## src/hdl/fbps_pkg.sv

```systemverilog
// Package for the fan button press sequencer.
// Holds the queue geometry, item mode codes and operation entry layout.
// No dependencies.
package fbps_pkg;

  // Operation queue geometry.
  localparam int QUEUE_DEPTH = 8;
  localparam int QIDX_W      = (QUEUE_DEPTH > 1) ? $clog2(QUEUE_DEPTH) : 1;
  localparam int QCNT_W      = $clog2(QUEUE_DEPTH + 1);

  // Field widths.
  localparam int TICK_W  = 16;
  localparam int RETRY_W = 4;
  localparam int SPEED_W = 2;
  localparam int MODE_W  = 2;
  localparam int CIDX_W  = 2;
  localparam int CDATA_W = 16;

  // Register reset values.
  localparam logic [TICK_W-1:0]  PRESS_TICKS_RST   = TICK_W'(100);
  localparam logic [TICK_W-1:0]  RELEASE_TICKS_RST = TICK_W'(100);
  localparam logic [RETRY_W-1:0] MAX_RETRIES_RST   = RETRY_W'(3);

  // Item modes.
  typedef enum logic [MODE_W-1:0] {
    MODE_TICK    = 2'd0,
    MODE_COMMAND = 2'd1,
    MODE_RESYNC  = 2'd2,
    MODE_NONE    = 2'd3
  } mode_t;

  // Configuration register indexes.
  typedef enum logic [CIDX_W-1:0] {
    REG_PRESS_TICKS   = 2'd0,
    REG_RELEASE_TICKS = 2'd1,
    REG_MAX_RETRIES   = 2'd2,
    REG_UNUSED        = 2'd3
  } reg_idx_t;

  // Queued operation: kind plus target speed for speed presses.
  typedef struct packed {
    logic               is_speed;
    logic [SPEED_W-1:0] target;
  } op_entry_t;

  // Speed as shown by the two indicator LEDs.
  function automatic logic [SPEED_W-1:0] led_speed(input logic lo, input logic hi);
    led_speed = {hi, lo};
  endfunction

endpackage

```

## src/hdl/fan_button_press_sequencer_unit.sv

```systemverilog
// Top level of the fan button press sequencer.
// Holds the operation queue, the press/release sequencer and the result register.
// Depends on fbps_pkg.
//
//   channel | direction | signals
//   --------+-----------+---------------------------------------------------
//   in      | sink      | in_valid, in_ready, mode, power_given, power_wanted,
//           |           | speed_given, speed_wanted, led_low, led_high
//   out     | source    | out_valid, out_ready, power_button, speed_button,
//           |           | fan_on, fan_speed, busy_res, op_dropped, gave_up
//   cfg     | sink      | cfg_valid, cfg_ready, cfg_index, cfg_data
//
// Each input beat is processed combinationally; its result beat is in the result
// register on the following cycle. One beat per cycle is sustained while out_ready is high.
// A new input beat is taken whenever the result register is empty or being
// drained in the same cycle, so only a stalled output holds the input back.
// Synchronous reset clears the sequencer and queue pointers and presets the
// configuration registers; queue entries are written before they are read.
// Configuration writes are always taken.
module fan_button_press_sequencer_unit (
  input  logic                    clk,
  input  logic                    rst,
  // Input channel
  input  logic                    in_valid,
  output logic                    in_ready,
  input  logic [fbps_pkg::MODE_W-1:0]  mode,
  input  logic                    power_given,
  input  logic                    power_wanted,
  input  logic                    speed_given,
  input  logic [fbps_pkg::SPEED_W-1:0] speed_wanted,
  input  logic                    led_low,
  input  logic                    led_high,
  // Output channel
  output logic                    out_valid,
  input  logic                    out_ready,
  output logic                    power_button,
  output logic                    speed_button,
  output logic                    fan_on,
  output logic [fbps_pkg::SPEED_W-1:0] fan_speed,
  output logic                    busy_res,
  output logic                    op_dropped,
  output logic                    gave_up,
  // Configuration channel
  input  logic                    cfg_valid,
  output logic                    cfg_ready,
  input  logic [fbps_pkg::CIDX_W-1:0]  cfg_index,
  input  logic [fbps_pkg::CDATA_W-1:0] cfg_data
);
  import fbps_pkg::*;

  typedef enum logic [1:0] {
    PH_IDLE,
    PH_PRESS,
    PH_RELEASE
  } phase_t;

  // Configuration registers.
  logic [TICK_W-1:0]  press_ticks;
  logic [TICK_W-1:0]  release_ticks;
  logic [RETRY_W-1:0] max_retries;

  // Sequencer and reported state.
  phase_t             phase, phase_next;
  op_entry_t          active_op, active_op_next;
  logic [TICK_W-1:0]  phase_timer, phase_timer_next;
  logic [RETRY_W-1:0] retry_count, retry_count_next;
  logic               power_drive, power_drive_next;
  logic               speed_drive, speed_drive_next;
  logic               reported_on, reported_on_next;
  logic [SPEED_W-1:0] reported_speed, reported_speed_next;

  // Operation queue.
  op_entry_t          op_queue [QUEUE_DEPTH];
  logic [QIDX_W-1:0]  queue_head, queue_head_next;
  logic [QCNT_W-1:0]  queue_count, queue_count_next;

  // Queue write ports for one command beat.
  logic               wr0_en, wr1_en;
  logic [QIDX_W-1:0]  wr0_addr, wr1_addr;
  op_entry_t          wr1_data;

  logic               dropped, gave;
  logic               in_accept;

  assign cfg_ready = 1'b1;
  assign in_ready  = !out_valid || out_ready;
  assign in_accept = in_valid && in_ready;

  // Wrap a queue position that is known to lie below twice the depth.
  function automatic logic [QIDX_W-1:0] wrap_pos(input logic [QIDX_W+1:0] pos);
    logic [QIDX_W+1:0] adj;
    adj = pos;
    if (pos >= (QIDX_W+2)'(QUEUE_DEPTH)) begin
      adj = pos - (QIDX_W+2)'(QUEUE_DEPTH);
    end
    wrap_pos = adj[QIDX_W-1:0];
  endfunction

  // Next-state logic for one input beat.
  always_comb begin
    logic [TICK_W-1:0]  timer_inc;
    logic               power_change;
    logic               speed_diff;
    logic [QCNT_W-1:0]  count_mid;
    logic               on_mid;
    op_entry_t          head_op;

    phase_next          = phase;
    active_op_next      = active_op;
    phase_timer_next    = phase_timer;
    retry_count_next    = retry_count;
    power_drive_next    = power_drive;
    speed_drive_next    = speed_drive;
    reported_on_next    = reported_on;
    reported_speed_next = reported_speed;
    queue_head_next     = queue_head;
    queue_count_next    = queue_count;
    wr0_en   = 1'b0;
    wr1_en   = 1'b0;
    wr0_addr = wrap_pos((QIDX_W+2)'(queue_head) + (QIDX_W+2)'(queue_count));
    wr1_addr = wr0_addr;
    wr1_data = '{is_speed: 1'b1, target: speed_wanted};
    dropped  = 1'b0;
    gave     = 1'b0;
    head_op  = op_queue[queue_head];
    timer_inc = (phase_timer == '1) ? phase_timer : phase_timer + TICK_W'(1);
    power_change = 1'b0;
    speed_diff   = 1'b0;
    count_mid    = queue_count;
    on_mid       = reported_on;

    case (mode_t'(mode))
      MODE_TICK: begin
        unique case (phase)
          PH_IDLE: begin
            if (queue_count != '0) begin
              active_op_next   = head_op;
              queue_head_next  = wrap_pos((QIDX_W+2)'(queue_head) + (QIDX_W+2)'(1));
              queue_count_next = queue_count - QCNT_W'(1);
              phase_next       = PH_PRESS;
              phase_timer_next = '0;
              retry_count_next = '0;
              if (head_op.is_speed) begin
                speed_drive_next = 1'b1;
              end else begin
                power_drive_next = 1'b1;
              end
            end
          end
          PH_PRESS: begin
            phase_timer_next = timer_inc;
            if (timer_inc >= press_ticks) begin
              if (active_op.is_speed) begin
                speed_drive_next = 1'b0;
              end else begin
                power_drive_next = 1'b0;
              end
              phase_next       = PH_RELEASE;
              phase_timer_next = '0;
            end
          end
          PH_RELEASE: begin
            phase_timer_next = timer_inc;
            if (timer_inc >= release_ticks) begin
              if (!active_op.is_speed ||
                  led_speed(led_low, led_high) == active_op.target) begin
                phase_next     = PH_IDLE;
                active_op_next = '0;
              end else if (retry_count < max_retries) begin
                phase_next       = PH_PRESS;
                speed_drive_next = 1'b1;
                phase_timer_next = '0;
                retry_count_next = retry_count + RETRY_W'(1);
              end else begin
                phase_next     = PH_IDLE;
                active_op_next = '0;
                gave           = 1'b1;
              end
            end
          end
          default: begin
            phase_next = PH_IDLE;
          end
        endcase
      end
      MODE_COMMAND: begin
        // Power change goes in first, then the speed change behind it.
        power_change = power_given && (power_wanted != reported_on);
        if (power_change) begin
          if (queue_count >= QCNT_W'(QUEUE_DEPTH)) begin
            dropped = 1'b1;
          end else begin
            wr0_en    = 1'b1;
            count_mid = queue_count + QCNT_W'(1);
          end
          on_mid = power_wanted;
        end
        speed_diff = speed_given && (speed_wanted != reported_speed);
        if (speed_diff) begin
          if (on_mid || power_change) begin
            if (count_mid >= QCNT_W'(QUEUE_DEPTH)) begin
              dropped = 1'b1;
            end else begin
              wr1_en   = 1'b1;
              wr1_addr = wrap_pos((QIDX_W+2)'(queue_head) + (QIDX_W+2)'(count_mid));
            end
          end
          reported_speed_next = speed_wanted;
        end
        reported_on_next = on_mid;
        queue_count_next = count_mid + QCNT_W'(wr1_en);
      end
      MODE_RESYNC: begin
        reported_speed_next = led_speed(led_low, led_high);
        reported_on_next    = (led_speed(led_low, led_high) != '0);
      end
      default: begin
      end
    endcase
  end

  // State, configuration and result registers.
  always_ff @(posedge clk) begin
    if (rst) begin
      press_ticks    <= PRESS_TICKS_RST;
      release_ticks  <= RELEASE_TICKS_RST;
      max_retries    <= MAX_RETRIES_RST;
      phase          <= PH_IDLE;
      active_op      <= '0;
      phase_timer    <= '0;
      retry_count    <= '0;
      power_drive    <= 1'b0;
      speed_drive    <= 1'b0;
      reported_on    <= 1'b0;
      reported_speed <= '0;
      queue_head     <= '0;
      queue_count    <= '0;
      out_valid      <= 1'b0;
    end else begin
      if (cfg_valid && cfg_ready) begin
        unique case (reg_idx_t'(cfg_index))
          REG_PRESS_TICKS:   press_ticks   <= cfg_data[TICK_W-1:0];
          REG_RELEASE_TICKS: release_ticks <= cfg_data[TICK_W-1:0];
          REG_MAX_RETRIES:   max_retries   <= cfg_data[RETRY_W-1:0];
          default: begin
          end
        endcase
      end
      if (in_accept) begin
        phase          <= phase_next;
        active_op      <= active_op_next;
        phase_timer    <= phase_timer_next;
        retry_count    <= retry_count_next;
        power_drive    <= power_drive_next;
        speed_drive    <= speed_drive_next;
        reported_on    <= reported_on_next;
        reported_speed <= reported_speed_next;
        queue_head     <= queue_head_next;
        queue_count    <= queue_count_next;
        out_valid      <= 1'b1;
      end else if (out_ready) begin
        out_valid <= 1'b0;
      end
    end
  end

  // Result payload, loaded with the state after each input beat.
  always_ff @(posedge clk) begin
    if (in_accept) begin
      power_button <= power_drive_next;
      speed_button <= speed_drive_next;
      fan_on       <= reported_on_next;
      fan_speed    <= reported_speed_next;
      busy_res     <= (phase_next != PH_IDLE) || (queue_count_next != '0);
      op_dropped   <= dropped;
      gave_up      <= gave;
    end
  end

  // Queue entry writes.
  always_ff @(posedge clk) begin
    if (in_accept && wr0_en) begin
      op_queue[wr0_addr] <= '0;
    end
    if (in_accept && wr1_en) begin
      op_queue[wr1_addr] <= wr1_data;
    end
  end

`ifndef SYNTHESIS
  a_one_button: assert property (@(posedge clk) disable iff (rst)
    !(power_drive && speed_drive))
    else $error("both buttons driven at once");

  a_idle_released: assert property (@(posedge clk) disable iff (rst)
    (phase == PH_IDLE) |-> (!power_drive && !speed_drive))
    else $error("button driven while sequencer idle");

  a_count_bound: assert property (@(posedge clk) disable iff (rst)
    queue_count <= QCNT_W'(QUEUE_DEPTH))
    else $error("queue count above depth");

  a_busy_matches: assert property (@(posedge clk) disable iff (rst)
    in_accept |=> (busy_res == ((phase != PH_IDLE) || (queue_count != '0))))
    else $error("busy flag disagrees with sequencer state");
`endif

endmodule
```

## config.mk

```make
export PLATFORM = sky130hd
export DESIGN_NAME = fan_button_press_sequencer_unit
export DESIGN_NICKNAME = d
export VERILOG_FILES = /design/src/hdl/fbps_pkg.sv /design/src/hdl/fan_button_press_sequencer_unit.sv
export SDC_FILE = /design/constraint.sdc
export NUM_CORES = 1
export LEC_CHECK = 0
export ABC_AREA = 0
export BUFFER_PORTS_ARGS = -buffer_cell sky130_fd_sc_hd__buf_4
export CAP_MARGIN = 20
export CORE_AREA = 2 2 108 110
export DETAILED_ROUTE_END_ITERATION = 8
export DIE_AREA = 0 0 110 112
export PLACE_DENSITY = 0.75
export SYNTH_ARGS = -nofsm -noshare
export SYNTH_HDL_FRONTEND = slang
export SYNTH_SLANG_ARGS = --single-unit
```

## constraint.sdc

```tcl
create_clock -name clk -period 4.8 [get_ports clk]
set_clock_uncertainty 0.15 [all_clocks]
set_input_delay 0.48 -clock clk [delete_from_list [all_inputs] [get_ports clk]]
set_output_delay 0.48 -clock clk [all_outputs]
set_load 0.01 [all_outputs]
```

# Word-level counts from Yosys, hierarchy flattened
# Memories as Yosys holds them, arrays and structs flattened. A register that Yosys moved wholly into a read port is not among the register bits.
# Index checks and enable logic that the tools add are counted.
[op_classes] n_mul=0 bitwise=3 n_div=0 reduce_logical=29 eq_ne=15 shifts=0 add_sub_neg=11 mux=79 magnitude_cmp=8
[ops] cell="16-bit two-way mux" n=6
[ops] cell="16-bit case mux with 3 select lines" n=1
[ops] cell="3-bit two-way mux" n=13
[ops] cell="1-bit two-way mux" n=37
[ops] cell="4-bit two-way mux" n=9
[ops] cell="16-bit >= comparator" n=2
[ops] cell="16-bit by 1-bit adder with 16-bit output, second input constant" n=1
[ops] cell="16-bit equality test, second input constant" n=1
[ops] cell="4-bit case mux with 2 select lines" n=2
[ops] cell="4-bit >= comparator, second input constant" n=3
[ops] cell="3-bit by 4-bit adder with 5-bit output" n=2
[ops] cell="5-bit by 4-bit >= comparator with 1-bit output, second input constant" n=2
[ops] cell="2-bit two-way mux" n=5
[ops] cell="3-bit by 1-bit subtractor with 3-bit output, second input constant" n=3
[ops] cell="4-bit by 1-bit adder with 4-bit output, second input constant" n=2
[ops] cell="2-bit inequality test, second input constant" n=4
[ops] cell="4-bit AND reduction" n=2
[ops] cell="2-bit nonzero test" n=4
[ops] cell="4-bit nonzero test" n=2
[ops] cell="7-bit AND reduction" n=1
[ops] cell="2-bit by 1-bit equality test with 1-bit output, second input constant" n=3
[ops] cell="2-bit equality test, second input constant" n=3
[ops] cell="2-bit logical NOT" n=3
[ops] cell="2-bit case mux with 3 select lines" n=1
[ops] cell="20 further kinds" n=33
[totals] mem_count=1 latch_bits=0 reg_bits=82 mem_bits_ro=0 mem_bits_rw=24 elab_cells=168
[memory_table] name="op_queue" depth=8 width=3 read_ports=1 rd_clocked_by_memory_dff=1 write_ports=2 line_no="fan_button_press_sequencer_unit.sv:73" source="op_entry_t op_queue [QUEUE_DEPTH];"

# Depth between registers and ports, before layout
# Gate-level depths: netlist of the first run.
[logic_depth] depth_word=13 ltp_mapped=18 mapped_depth_nobuf=15

# Least setup slack after synthesis of the first run
# OpenSTA, ideal clock, no wires.
[synth_timing] path_type="flip-flop to flip-flop" startpoint="reg phase_timer[3]" endpoint="reg phase_timer[10]" t_required_ns=4.533 path_buffers=3 stages_incl_launch_ff=18 arrival_time_ns=3.890 setup_time_ns=0.117 setup_slack_ns=0.643 path_cell_list="dfxtp_1 -> buf_2 -> and4_4 -> nand4_2 -> or4_1 -> buf_2 -> nor2b_1 -> and4_1 -> xnor2_1 -> ha_1 -> nand2_1 -> or3_1 -> o221ai_1 -> a21oi_1 -> o21ai_0 -> o221ai_1 -> clkbuf_1 -> a32o_1"
[synth_between] elab_chain_cells=6 word_cells_on_any_way=10
[synth_lines] item="from (decl)" line_no="fan_button_press_sequencer_unit.sv:65" source="logic [TICK_W-1:0] phase_timer, phase_timer_next;"
[synth_lines] item="from (signal assigned)" line_no="fan_button_press_sequencer_unit.sv:252" source="phase_timer <= phase_timer_next;"
[synth_lines] item="16-bit by 1-bit adder with 16-bit output or 16-bit equality test (tied branches)" line_no="fan_button_press_sequencer_unit.sv:126" source="timer_inc = (phase_timer == '1) ? phase_timer : phase_timer + TICK_W'(1);"
[synth_lines] item="16-bit two-way mux *" line_no="fan_button_press_sequencer_unit.sv:126"
[synth_lines] item="branches (longest 3 deep; another with 16-bit >= comparator)"
[synth_lines] item="16-bit case mux with 3 select lines *" line_no="fan_button_press_sequencer_unit.sv:134" source="unique case (phase)"
# Mark *: on every way between the ends.
# A chain may end at the register's enable or synchronous reset.

# Worst setup path after layout of the first run
[layout_timing] startpoint="reg phase_timer[3]" endpoint="reg retry_count[3]"
[layout_between] elab_chain_cells=5 word_cells_on_any_way=6
[layout_lines] item="16-bit by 1-bit adder with 16-bit output or 16-bit equality test (tied branches)" line_no="fan_button_press_sequencer_unit.sv:126"
[layout_lines] item="16-bit two-way mux *" line_no="fan_button_press_sequencer_unit.sv:126"
[layout_lines] item="16-bit >= comparator *" line_no="fan_button_press_sequencer_unit.sv:164" source="if (timer_inc >= release_ticks) begin"
[layout_lines] item="2-bit inequality test (no line) *"
[layout_lines] item="7-bit AND reduction (no line) *"
[layout_lines] item="to (signal assigned)" line_no="fan_button_press_sequencer_unit.sv:253" source="retry_count <= retry_count_next;"
[layout_lines] item="to (decl)" line_no="fan_button_press_sequencer_unit.sv:66" source="logic [RETRY_W-1:0] retry_count, retry_count_next;"
# Every way passes the cells marked *; elsewhere a longest branch is shown, timed or not.

==> flow_results.xml, run 1 <==
<?xml version="1.0" encoding="UTF-8"?>
<metrics>
  <group name="sta">
    <metric name="portion_of_the_clock_cycle_consumed_by_the_worst_path_in_the_final_layout" unit="">0.9169</metric>
    <metric name="max_slew.worst_pin.slew" unit="ns">0.7963</metric>
    <metric name="fin_tns_setup" unit="ns">0</metric>
    <metric name="setup_repair_after_global_routing_missed_its_margin" unit="">false</metric>
    <metric name="max_clock_freq" unit="GHz">0.2272</metric>
    <metric name="timing.hold.ws" unit="ns">0.1815</metric>
    <metric name="timing.final.setup_violations" unit="">0</metric>
    <metric name="finalHoldViolCount" unit="">0</metric>
    <metric name="max-slew-margin-rel" unit="">0.4672</metric>
    <metric name="finalWorstPathRequiredPeriod" unit="ns">4.401</metric>
    <metric name="slew_viol_final" unit="">0</metric>
  </group>
  <group name="finish">
    <metric name="register_area" unit="µm²">2422</metric>
    <metric name="num_antenna_cells" unit="">0</metric>
    <metric name="syn_to_layout_area_delta" unit="%">11.53</metric>
    <metric name="fin_cells" unit="">911</metric>
    <metric name="finalNetCount" unit="">848</metric>
    <metric name="multi_input_area" unit="µm²">3470</metric>
    <metric name="stdcell_area" unit="µm²">6933</metric>
    <metric name="fillers" unit="">941</metric>
    <metric name="final_layout_size_suffix_gt1_frac" unit="">0.1016</metric>
  </group>
  <group name="worst_setup_path">
    <metric name="slowest_delay" unit="ns">0.62</metric>
    <metric name="regToRegSetupSlack" unit="ns">0.40</metric>
    <metric name="slowest_stage" unit="">or4_4</metric>
    <metric name="cp_data_arrival_time" unit="ns">4.53</metric>
    <metric name="cp_data_required_time" unit="ns">4.93</metric>
    <metric name="cp_common_cell" unit="">nand4_1</metric>
    <metric name="crit_path_max_fanout" unit="">7</metric>
    <metric name="critPathLaunchType" unit="">register</metric>
    <metric name="worst_setup_path_end_kind" unit="">register</metric>
    <metric name="cp_cell_sequence" unit="">and4_4 &gt; nand4_2 &gt; or4_4 &gt; nor2b_4 &gt; nand4_1 &gt; xnor2_1 &gt; ha_1 &gt; nand2_1 &gt; nor4_1 &gt; o311ai_0 &gt; a31oi_1 &gt; and3_1 &gt; nand4_1 &gt; xor2_1 &gt; nor3_1</metric>
    <metric name="critical_path_class" unit="">reg -&gt; reg</metric>
  </group>
  <group name="yosys">
    <metric name="synthesized_instance_count" unit="">734</metric>
    <metric name="seq_area_frac_synth" unit="">0.3897</metric>
    <metric name="synth_area" unit="µm²">6216</metric>
    <metric name="biggest_area_contributors_in_the_synthesized_netlist" unit="">dfxtp_1 (27%), edfxtp_1 (12%), ha_1 (10%)</metric>
    <metric name="async_flop_share" unit="">0</metric>
    <metric name="post_synth_num_cell_types" unit="">61</metric>
    <metric name="synth_area_per_cell" unit="µm²">8.469</metric>
    <metric name="ys.flop_type" unit="">dfxtp_1</metric>
    <metric name="synth_top_area_cell" unit="">dfxtp_1</metric>
    <metric name="synthMostInstantiatedCell" unit="">nand2_1</metric>
    <metric name="top_cells_by_instance_count_after_synthesis" unit="">nand2_1 (128), dfxtp_1 (85), nor2_1 (69)</metric>
    <metric name="synth.ff_latch_count" unit="">109</metric>
    <metric name="synth_largest_type_area_fraction" unit="">0.2738</metric>
    <metric name="synth_enable_flop_cells" unit="">24</metric>
    <metric name="syn_nets" unit="">819</metric>
    <metric name="yosys_warnings" unit="">0</metric>
  </group>
  <group name="status">
    <metric name="outcome" unit="">finished clean</metric>
  </group>
  <group name="drt">
    <metric name="residual_drc" unit="">0</metric>
    <metric name="vias_per_cell" unit="">5.656</metric>
    <metric name="routed_wirelength" unit="mm">13.83</metric>
    <metric name="total_number_of_vias" unit="">5153</metric>
    <metric name="drtIter0Drc" unit="">323</metric>
    <metric name="route.detailed.wl_per_inst" unit="µm">15.18</metric>
    <metric name="drt_pass1_iterations" unit="">5</metric>
    <metric name="ant_nets" unit="">0</metric>
  </group>
  <group name="floorplanning">
    <metric name="core_rows" unit="">39</metric>
    <metric name="coreArea" unit="µm²">11170</metric>
    <metric name="floorplan.die.height" unit="µm">112</metric>
    <metric name="width_of_the_die" unit="µm">110</metric>
    <metric name="floorplan.io_pins" unit="">43</metric>
    <metric name="floorplan.die_area" unit="µm²">12320</metric>
    <metric name="start_util" unit="">0.5563</metric>
  </group>
  <group name="global_route">
    <metric name="largest_net_degree_at_the_start_of_global_routing" unit="">57</metric>
    <metric name="grt_antenna_before_repair" unit="">0</metric>
    <metric name="global_route.usage.total" unit="">0.2377</metric>
    <metric name="grt_pass1_wl" unit="mm">22.95</metric>
    <metric name="overflow_left_after_global_routing" unit="">0</metric>
    <metric name="grt_pass1_vias" unit="">4962</metric>
  </group>
  <group name="clock_tree">
    <metric name="cts_buffers" unit="">9</metric>
    <metric name="clock-root-buffer" unit="">clkbuf_16</metric>
    <metric name="worstSkewPairLatency" unit="ns">0.36</metric>
    <metric name="cts_sinks" unit="">109</metric>
    <metric name="post-cts-setup-buffer-count" unit="">0</metric>
    <metric name="tritoncts_clock_tree" unit="">done</metric>
    <metric name="cts_max_level" unit="">3</metric>
    <metric name="ctsLongestPathBuffers" unit="">2</metric>
    <metric name="cts_clock_pin_slew_for_the_worst_setup_and_hold_paths" unit="ns">0.07</metric>
  </group>
  <group name="power">
    <metric name="p_leak" unit="nW">2.946</metric>
    <metric name="worst_case_vdd_ir_drop" unit="mV">0.2107</metric>
    <metric name="power-per-cell-area" unit="nW/µm²">285.3</metric>
    <metric name="total_power" unit="mW">1.978</metric>
  </group>
  <group name="placement">
    <metric name="dpl-instance-area" unit="µm²">6611</metric>
    <metric name="io_buffers" unit="">41</metric>
    <metric name="placer_congestion_estimate" unit="">0.9075</metric>
    <metric name="place_inst" unit="">894</metric>
    <metric name="place_hpwl" unit="mm">10.45</metric>
  </group>
  <group name="run">
    <metric name="max_cap_viol_count" unit="">0</metric>
  </group>
  <group name="worst_hold_path">
    <metric name="hold_path_class" unit="">in -&gt; reg</metric>
  </group>
</metrics>
placed cells by master, fill, tap and decap left out, types with 4 or more instances in the layout:
| cell type | count |
|---|---|
| dfxtp_1 | 85 |
| xnor2_1 | 19 |
| nand3b_1 | 5 |
| buf_4 | 43 |
| and3_1 | 10 |
| mux4_2 | 6 |
| o211ai_1 | 4 |
| nor2_1 | 69 |
| a21o_1 | 4 |
| and2_1 | 9 |
| clkbuf_16 | 9 |
| a211oi_1 | 4 |
| edfxtp_1 | 24 |
| nand4_1 | 8 |
| inv_1 | 60 |
| o21ai_0 | 30 |
| a31oi_1 | 5 |
| mux2i_1 | 8 |
| ha_1 | 51 |
| a21oi_1 | 60 |
| xor2_1 | 16 |
| nor2b_1 | 10 |
| nand2b_1 | 7 |
| nand2_1 | 128 |
| nand3_1 | 17 |
| nor3_1 | 11 |
| a32o_1 | 10 |
cells by family (layout without fill, tap and decap cells):
group / Yosys count / count (layout) / share of synthesized area
compound gates: 139 / 139 / 0.1381
xor+xnor: 35 / 35 / 0.04931
fa+ha+maj: 53 / 53 / 0.1091
buf+inv: 86 / 120 / 0.05415
flops: 109 / 109 / 0.3897
mux: 17 / 17 / 0.04006
other cells: 1 / 1 / 0.0006033
simple gates: 294 / 294 / 0.2190
what timing repair did:
item | CTS | global route
setup endpoints to repair | 0 | 7
resized for setup | 0 | 2
hold buffers | 0 | 0
sequential cells by signal (all words and copies together), names as in the netlist, 2 cells and up, named ones only:
register	count
release_ticks	16
reported_speed	2
phase	2
op_queue	24
max_retries	4
queue_head	3
retry_count	4
press_ticks	16
queue_count	4
active_op	3
fan_speed	2
phase_timer	16
area by class of cell:
class                   instances  share of cell area
clock inverters                 5            0.008663
flip-flops and latches        109              0.3494
repair buffers                 44             0.04819
inverters                      60             0.03249
multi-input cells             539              0.5005
clock buffers                  11             0.03501
well taps                     143             0.02581
final timing paths:
| check | start | to | cells after the start |
|---|---|---|---|
| worst max-delay path | phase_timer[3]$_SDFFE_PP0P_ | retry_count[3]$_SDFFE_PP0P_ | 15 |
| worst min-delay path | cfg_data[6] | press_ticks[6]$_SDFFE_PP1P_ | 2 |
| worst max register to register | phase_timer[3]$_SDFFE_PP0P_ | retry_count[3]$_SDFFE_PP0P_ | 15 |
| worst min register to register | op_queue[4][2]$_SDFFE_PP1P_ | op_queue[4][2]$_SDFFE_PP1P_ | 2 |
worst max-delay path: cells and delay by family, from the launching register on:
family	cells	cell delay, ns
and+or+nand+nor	10	2.44
AOI/OAI and AO/OA	2	0.70
DFF	1	0.46
adders and majority gates	1	0.31
xor gates and xnor gates	2	0.26
report_power, final:
part,switching [mW],internal (mW),total (mW)
Clock,0.342,0.420,0.762
Sequential,0.0225,0.965,0.988
Combinational,0.132,0.0958,0.228
Total,0.497,1.48,1.98
metrics by stage:
stage | worst slack [ns] | util
5_1_grt | 0.1074 | 0.6204
4_1_cts | 0.1833 | 0.6187
3_3_place_gp | 0.4045 | 0.5916
3_5_place_dp | 0.2340 | 0.5916
6_report | 0.3989 | 0.6204
2_1_floorplan | 0.6426 | -
metal layers:
layer	wire length, µm	global-route usage	share of wire
met4	261	0.09705	0.019
met1	6256	0.3190	0.45
met5	0	0	0
met2	6768	0.3804	0.49
met3	547	0.03689	0.040
Power figures use the tool's default switching activity.
==> run 2, diff against run 1 <==
==> constraint.sdc (replaced) <==
create_clock -name clk -period 5.4 [get_ports clk]
set_clock_uncertainty 0.15 [all_clocks]
set_input_delay 0.54 -clock clk [delete_from_list [all_inputs] [get_ports clk]]
set_output_delay 0.54 -clock clk [all_outputs]
set_load 0.01 [all_outputs]
==> run 2 against run 1 <==
Net effect: sequential share of layout area grew 0.10 points; non-clock buffer count shrank 1; clock power shrank 14%; global-route usage grew 0.23 points; total power shrank 12%; register-to-register slack gained 0.08 ns; critical path depth grew 1; combinational power shrank 11%; critical path type unchanged; critical endpoint is now phase_timer[9]$_SDFFE_PP0P_.
==> flow_results.xml, run 2 (same netlist as run 1, synthesis figures left out) <==
<?xml version="1.0" encoding="UTF-8"?>
<metrics>
  <group name="status">
    <metric name="outcome" unit="">finished clean</metric>
  </group>
  <group name="run">
    <metric name="max_cap_viol_count" unit="">0</metric>
  </group>
  <group name="sta">
    <metric name="timing.final.setup_violations" unit="">0</metric>
    <metric name="max_clock_freq" unit="GHz">0.2032</metric>
    <metric name="fin_ws" unit="ns">0.4797</metric>
    <metric name="finalHoldViolCount" unit="">0</metric>
    <metric name="timing.hold.ws" unit="ns">0.2427</metric>
    <metric name="fin_tns_setup" unit="ns">0</metric>
    <metric name="portion_of_the_clock_cycle_consumed_by_the_worst_path_in_the_final_layout" unit="">0.9112</metric>
    <metric name="slew_viol_final" unit="">0</metric>
    <metric name="finalWorstPathRequiredPeriod" unit="ns">4.920</metric>
    <metric name="setup_repair_after_global_routing_missed_its_margin" unit="">false</metric>
    <metric name="max-slew-margin-rel" unit="">0.5325</metric>
    <metric name="max_slew.worst_pin.slew" unit="ns">0.6992</metric>
  </group>
  <group name="floorplanning">
    <metric name="coreArea" unit="µm²">11170</metric>
    <metric name="core_rows" unit="">39</metric>
    <metric name="floorplan.die.height" unit="µm">112</metric>
    <metric name="start_util" unit="">0.5563</metric>
    <metric name="width_of_the_die" unit="µm">110</metric>
    <metric name="floorplan.die_area" unit="µm²">12320</metric>
    <metric name="floorplan.io_pins" unit="">43</metric>
  </group>
  <group name="power">
    <metric name="power_report.internal_total" unit="mW">1.307</metric>
    <metric name="switching_share" unit="">0.2468</metric>
    <metric name="p_comb_frac" unit="">0.117</metric>
    <metric name="pwr-share-seq" unit="">0.506</metric>
    <metric name="p_switching" unit="mW">0.4283</metric>
    <metric name="p_leak" unit="nW">2.938</metric>
    <metric name="worst_case_vdd_ir_drop" unit="mV">0.2482</metric>
    <metric name="total_power" unit="mW">1.736</metric>
    <metric name="power-per-cell-area" unit="nW/µm²">251.1</metric>
    <metric name="power_frac_clock" unit="">0.377</metric>
  </group>
  <group name="finish">
    <metric name="flip_flop_count_of_the_largest_register_all_copies_and_words_added" unit="">24</metric>
    <metric name="mostFrequentLayoutCell" unit="">nand2_1</metric>
    <metric name="top_register" unit="">op_queue</metric>
    <metric name="num_antenna_cells" unit="">0</metric>
    <metric name="final_layout_size_suffix_gt1_frac" unit="">0.09648</metric>
    <metric name="multi_input_area" unit="µm²">3462</metric>
    <metric name="stdcell_area" unit="µm²">6913</metric>
    <metric name="finish.utilization" unit="">0.6186</metric>
    <metric name="register_area" unit="µm²">2422</metric>
    <metric name="fillers" unit="">964</metric>
    <metric name="layout_common_cells" unit="">nand2_1 (128), dfxtp_1 (85), nor2_1 (69), a21oi_1 (61), inv_1 (60)</metric>
    <metric name="finalNetCount" unit="">847</metric>
    <metric name="syn_to_layout_area_delta" unit="%">11.21</metric>
    <metric name="fin_cells" unit="">910</metric>
  </group>
  <group name="placement">
    <metric name="place_inst" unit="">893</metric>
    <metric name="dpl-instance-area" unit="µm²">6604</metric>
    <metric name="detailedPlace.worstSlack" unit="ns">0.5562</metric>
    <metric name="io_buffers" unit="">41</metric>
    <metric name="place_hpwl" unit="mm">10.50</metric>
    <metric name="placer_congestion_estimate" unit="">0.8928</metric>
  </group>
  <group name="clock_tree">
    <metric name="post_cts_resized" unit="">0</metric>
    <metric name="worstSkewPairLatency" unit="ns">0.35</metric>
    <metric name="ctsLongestPathBuffers" unit="">2</metric>
    <metric name="cts_clock_pin_slew_for_the_worst_setup_and_hold_paths" unit="ns">0.07</metric>
    <metric name="cts.hold.buffers_added" unit="">0</metric>
    <metric name="cts_max_level" unit="">3</metric>
    <metric name="cts_buffers" unit="">9</metric>
    <metric name="post-cts-setup-buffer-count" unit="">0</metric>
    <metric name="tritoncts_clock_tree" unit="">done</metric>
    <metric name="cts_sinks" unit="">109</metric>
    <metric name="clock-root-buffer" unit="">clkbuf_16</metric>
  </group>
  <group name="worst_setup_path">
    <metric name="crit_path_max_fanout" unit="">12</metric>
    <metric name="cp_data_arrival_time" unit="ns">5.00</metric>
    <metric name="cp_data_required_time" unit="ns">5.48</metric>
    <metric name="worst_setup_path_end_kind" unit="">register</metric>
    <metric name="critPathLaunchType" unit="">register</metric>
    <metric name="critical_path_class" unit="">reg -&gt; reg</metric>
  </group>
  <group name="global_route">
    <metric name="grt_antenna_before_repair" unit="">0</metric>
    <metric name="global_route.usage.total" unit="">0.2400</metric>
    <metric name="largest_net_degree_at_the_start_of_global_routing" unit="">57</metric>
    <metric name="grt_pass1_wl" unit="mm">23.43</metric>
    <metric name="overflow_left_after_global_routing" unit="">0</metric>
    <metric name="grt_pass1_vias" unit="">5114</metric>
  </group>
  <group name="drt">
    <metric name="ant_nets" unit="">0</metric>
    <metric name="vias_per_cell" unit="">5.685</metric>
    <metric name="residual_drc" unit="">0</metric>
    <metric name="route.detailed.wl_per_inst" unit="µm">15.46</metric>
    <metric name="total_number_of_vias" unit="">5173</metric>
    <metric name="drtIter0Drc" unit="">302</metric>
    <metric name="drt_pass1_iterations" unit="">5</metric>
    <metric name="routed_wirelength" unit="mm">14.07</metric>
  </group>
  <group name="worst_hold_path">
    <metric name="hold_path_class" unit="">in -&gt; reg</metric>
  </group>
</metrics>
run 2: worst max-delay path, stage by stage (launching register included):
cell      delay [ns]
dfxtp_1         0.47
and4_4          0.30
nand4_2         0.15
or4_1           0.69
nor2b_1         0.24
and4_1          0.24
xnor2_1         0.16
ha_1            0.28
nand2_1         0.06
or3_1           0.31
o221ai_1        0.21
a21oi_1         0.09
o21ai_0         0.47
o221ai_1        0.18
buf_4           0.22
a21oi_1         0.48
nor2_1          0.10
run 2: power by group through the flow:
| stage | Clock, mW | Combinational [mW] | Sequential (mW) |
|---|---|---|---|
| floorplan | 0 | 0.134 | 0.891 |
| global placement | 0 | 0.193 | 0.895 |
| global route | 0.698 | 0.226 | 0.882 |
| finish | 0.654 | 0.204 | 0.879 |
| detailed placement | 0 | 0.200 | 0.896 |
| CTS | 0.665 | 0.202 | 0.878 |
run 2: per-layer routing:
| metal | wire length [µm] | part of all wire | up-vias | global-route usage |
|---|---|---|---|---|
| met5 | 0 | 0 | - | 0 |
| met4 | 184 | 0.013 | 0 | 0.06245 |
| met3 | 625 | 0.044 | 20 | 0.05152 |
| met2 | 6992 | 0.50 | 118 | 0.3988 |
| met1 | 6265 | 0.45 | 2459 | 0.3150 |
| li1 | - | - | 2576 | - |
run 2: path summary, 6_finish.rpt:
check,from,end,slack [ns],depth (start not counted)
worst max-delay path,phase_timer[3]$_SDFFE_PP0P_,phase_timer[9]$_SDFFE_PP0P_,0.48,16
worst min-delay path,cfg_data[6],press_ticks[6]$_SDFFE_PP1P_,0.24,2
worst max register to register,phase_timer[3]$_SDFFE_PP0P_,phase_timer[9]$_SDFFE_PP0P_,0.48,16
worst min register to register,op_queue[1][2]$_SDFFE_PP1P_,op_queue[1][2]$_SDFFE_PP1P_,0.30,2
run 2: cell type report:
class | count | share of cell area
Inverter | 60 | 0.03258
Tap cell | 143 | 0.02588
Timing Repair Buffer | 43 | 0.04724
Clock inverter | 3 | 0.002353
Multi-Input combinational cell | 539 | 0.5008
Sequential cell | 109 | 0.3504
Clock buffer | 13 | 0.04072
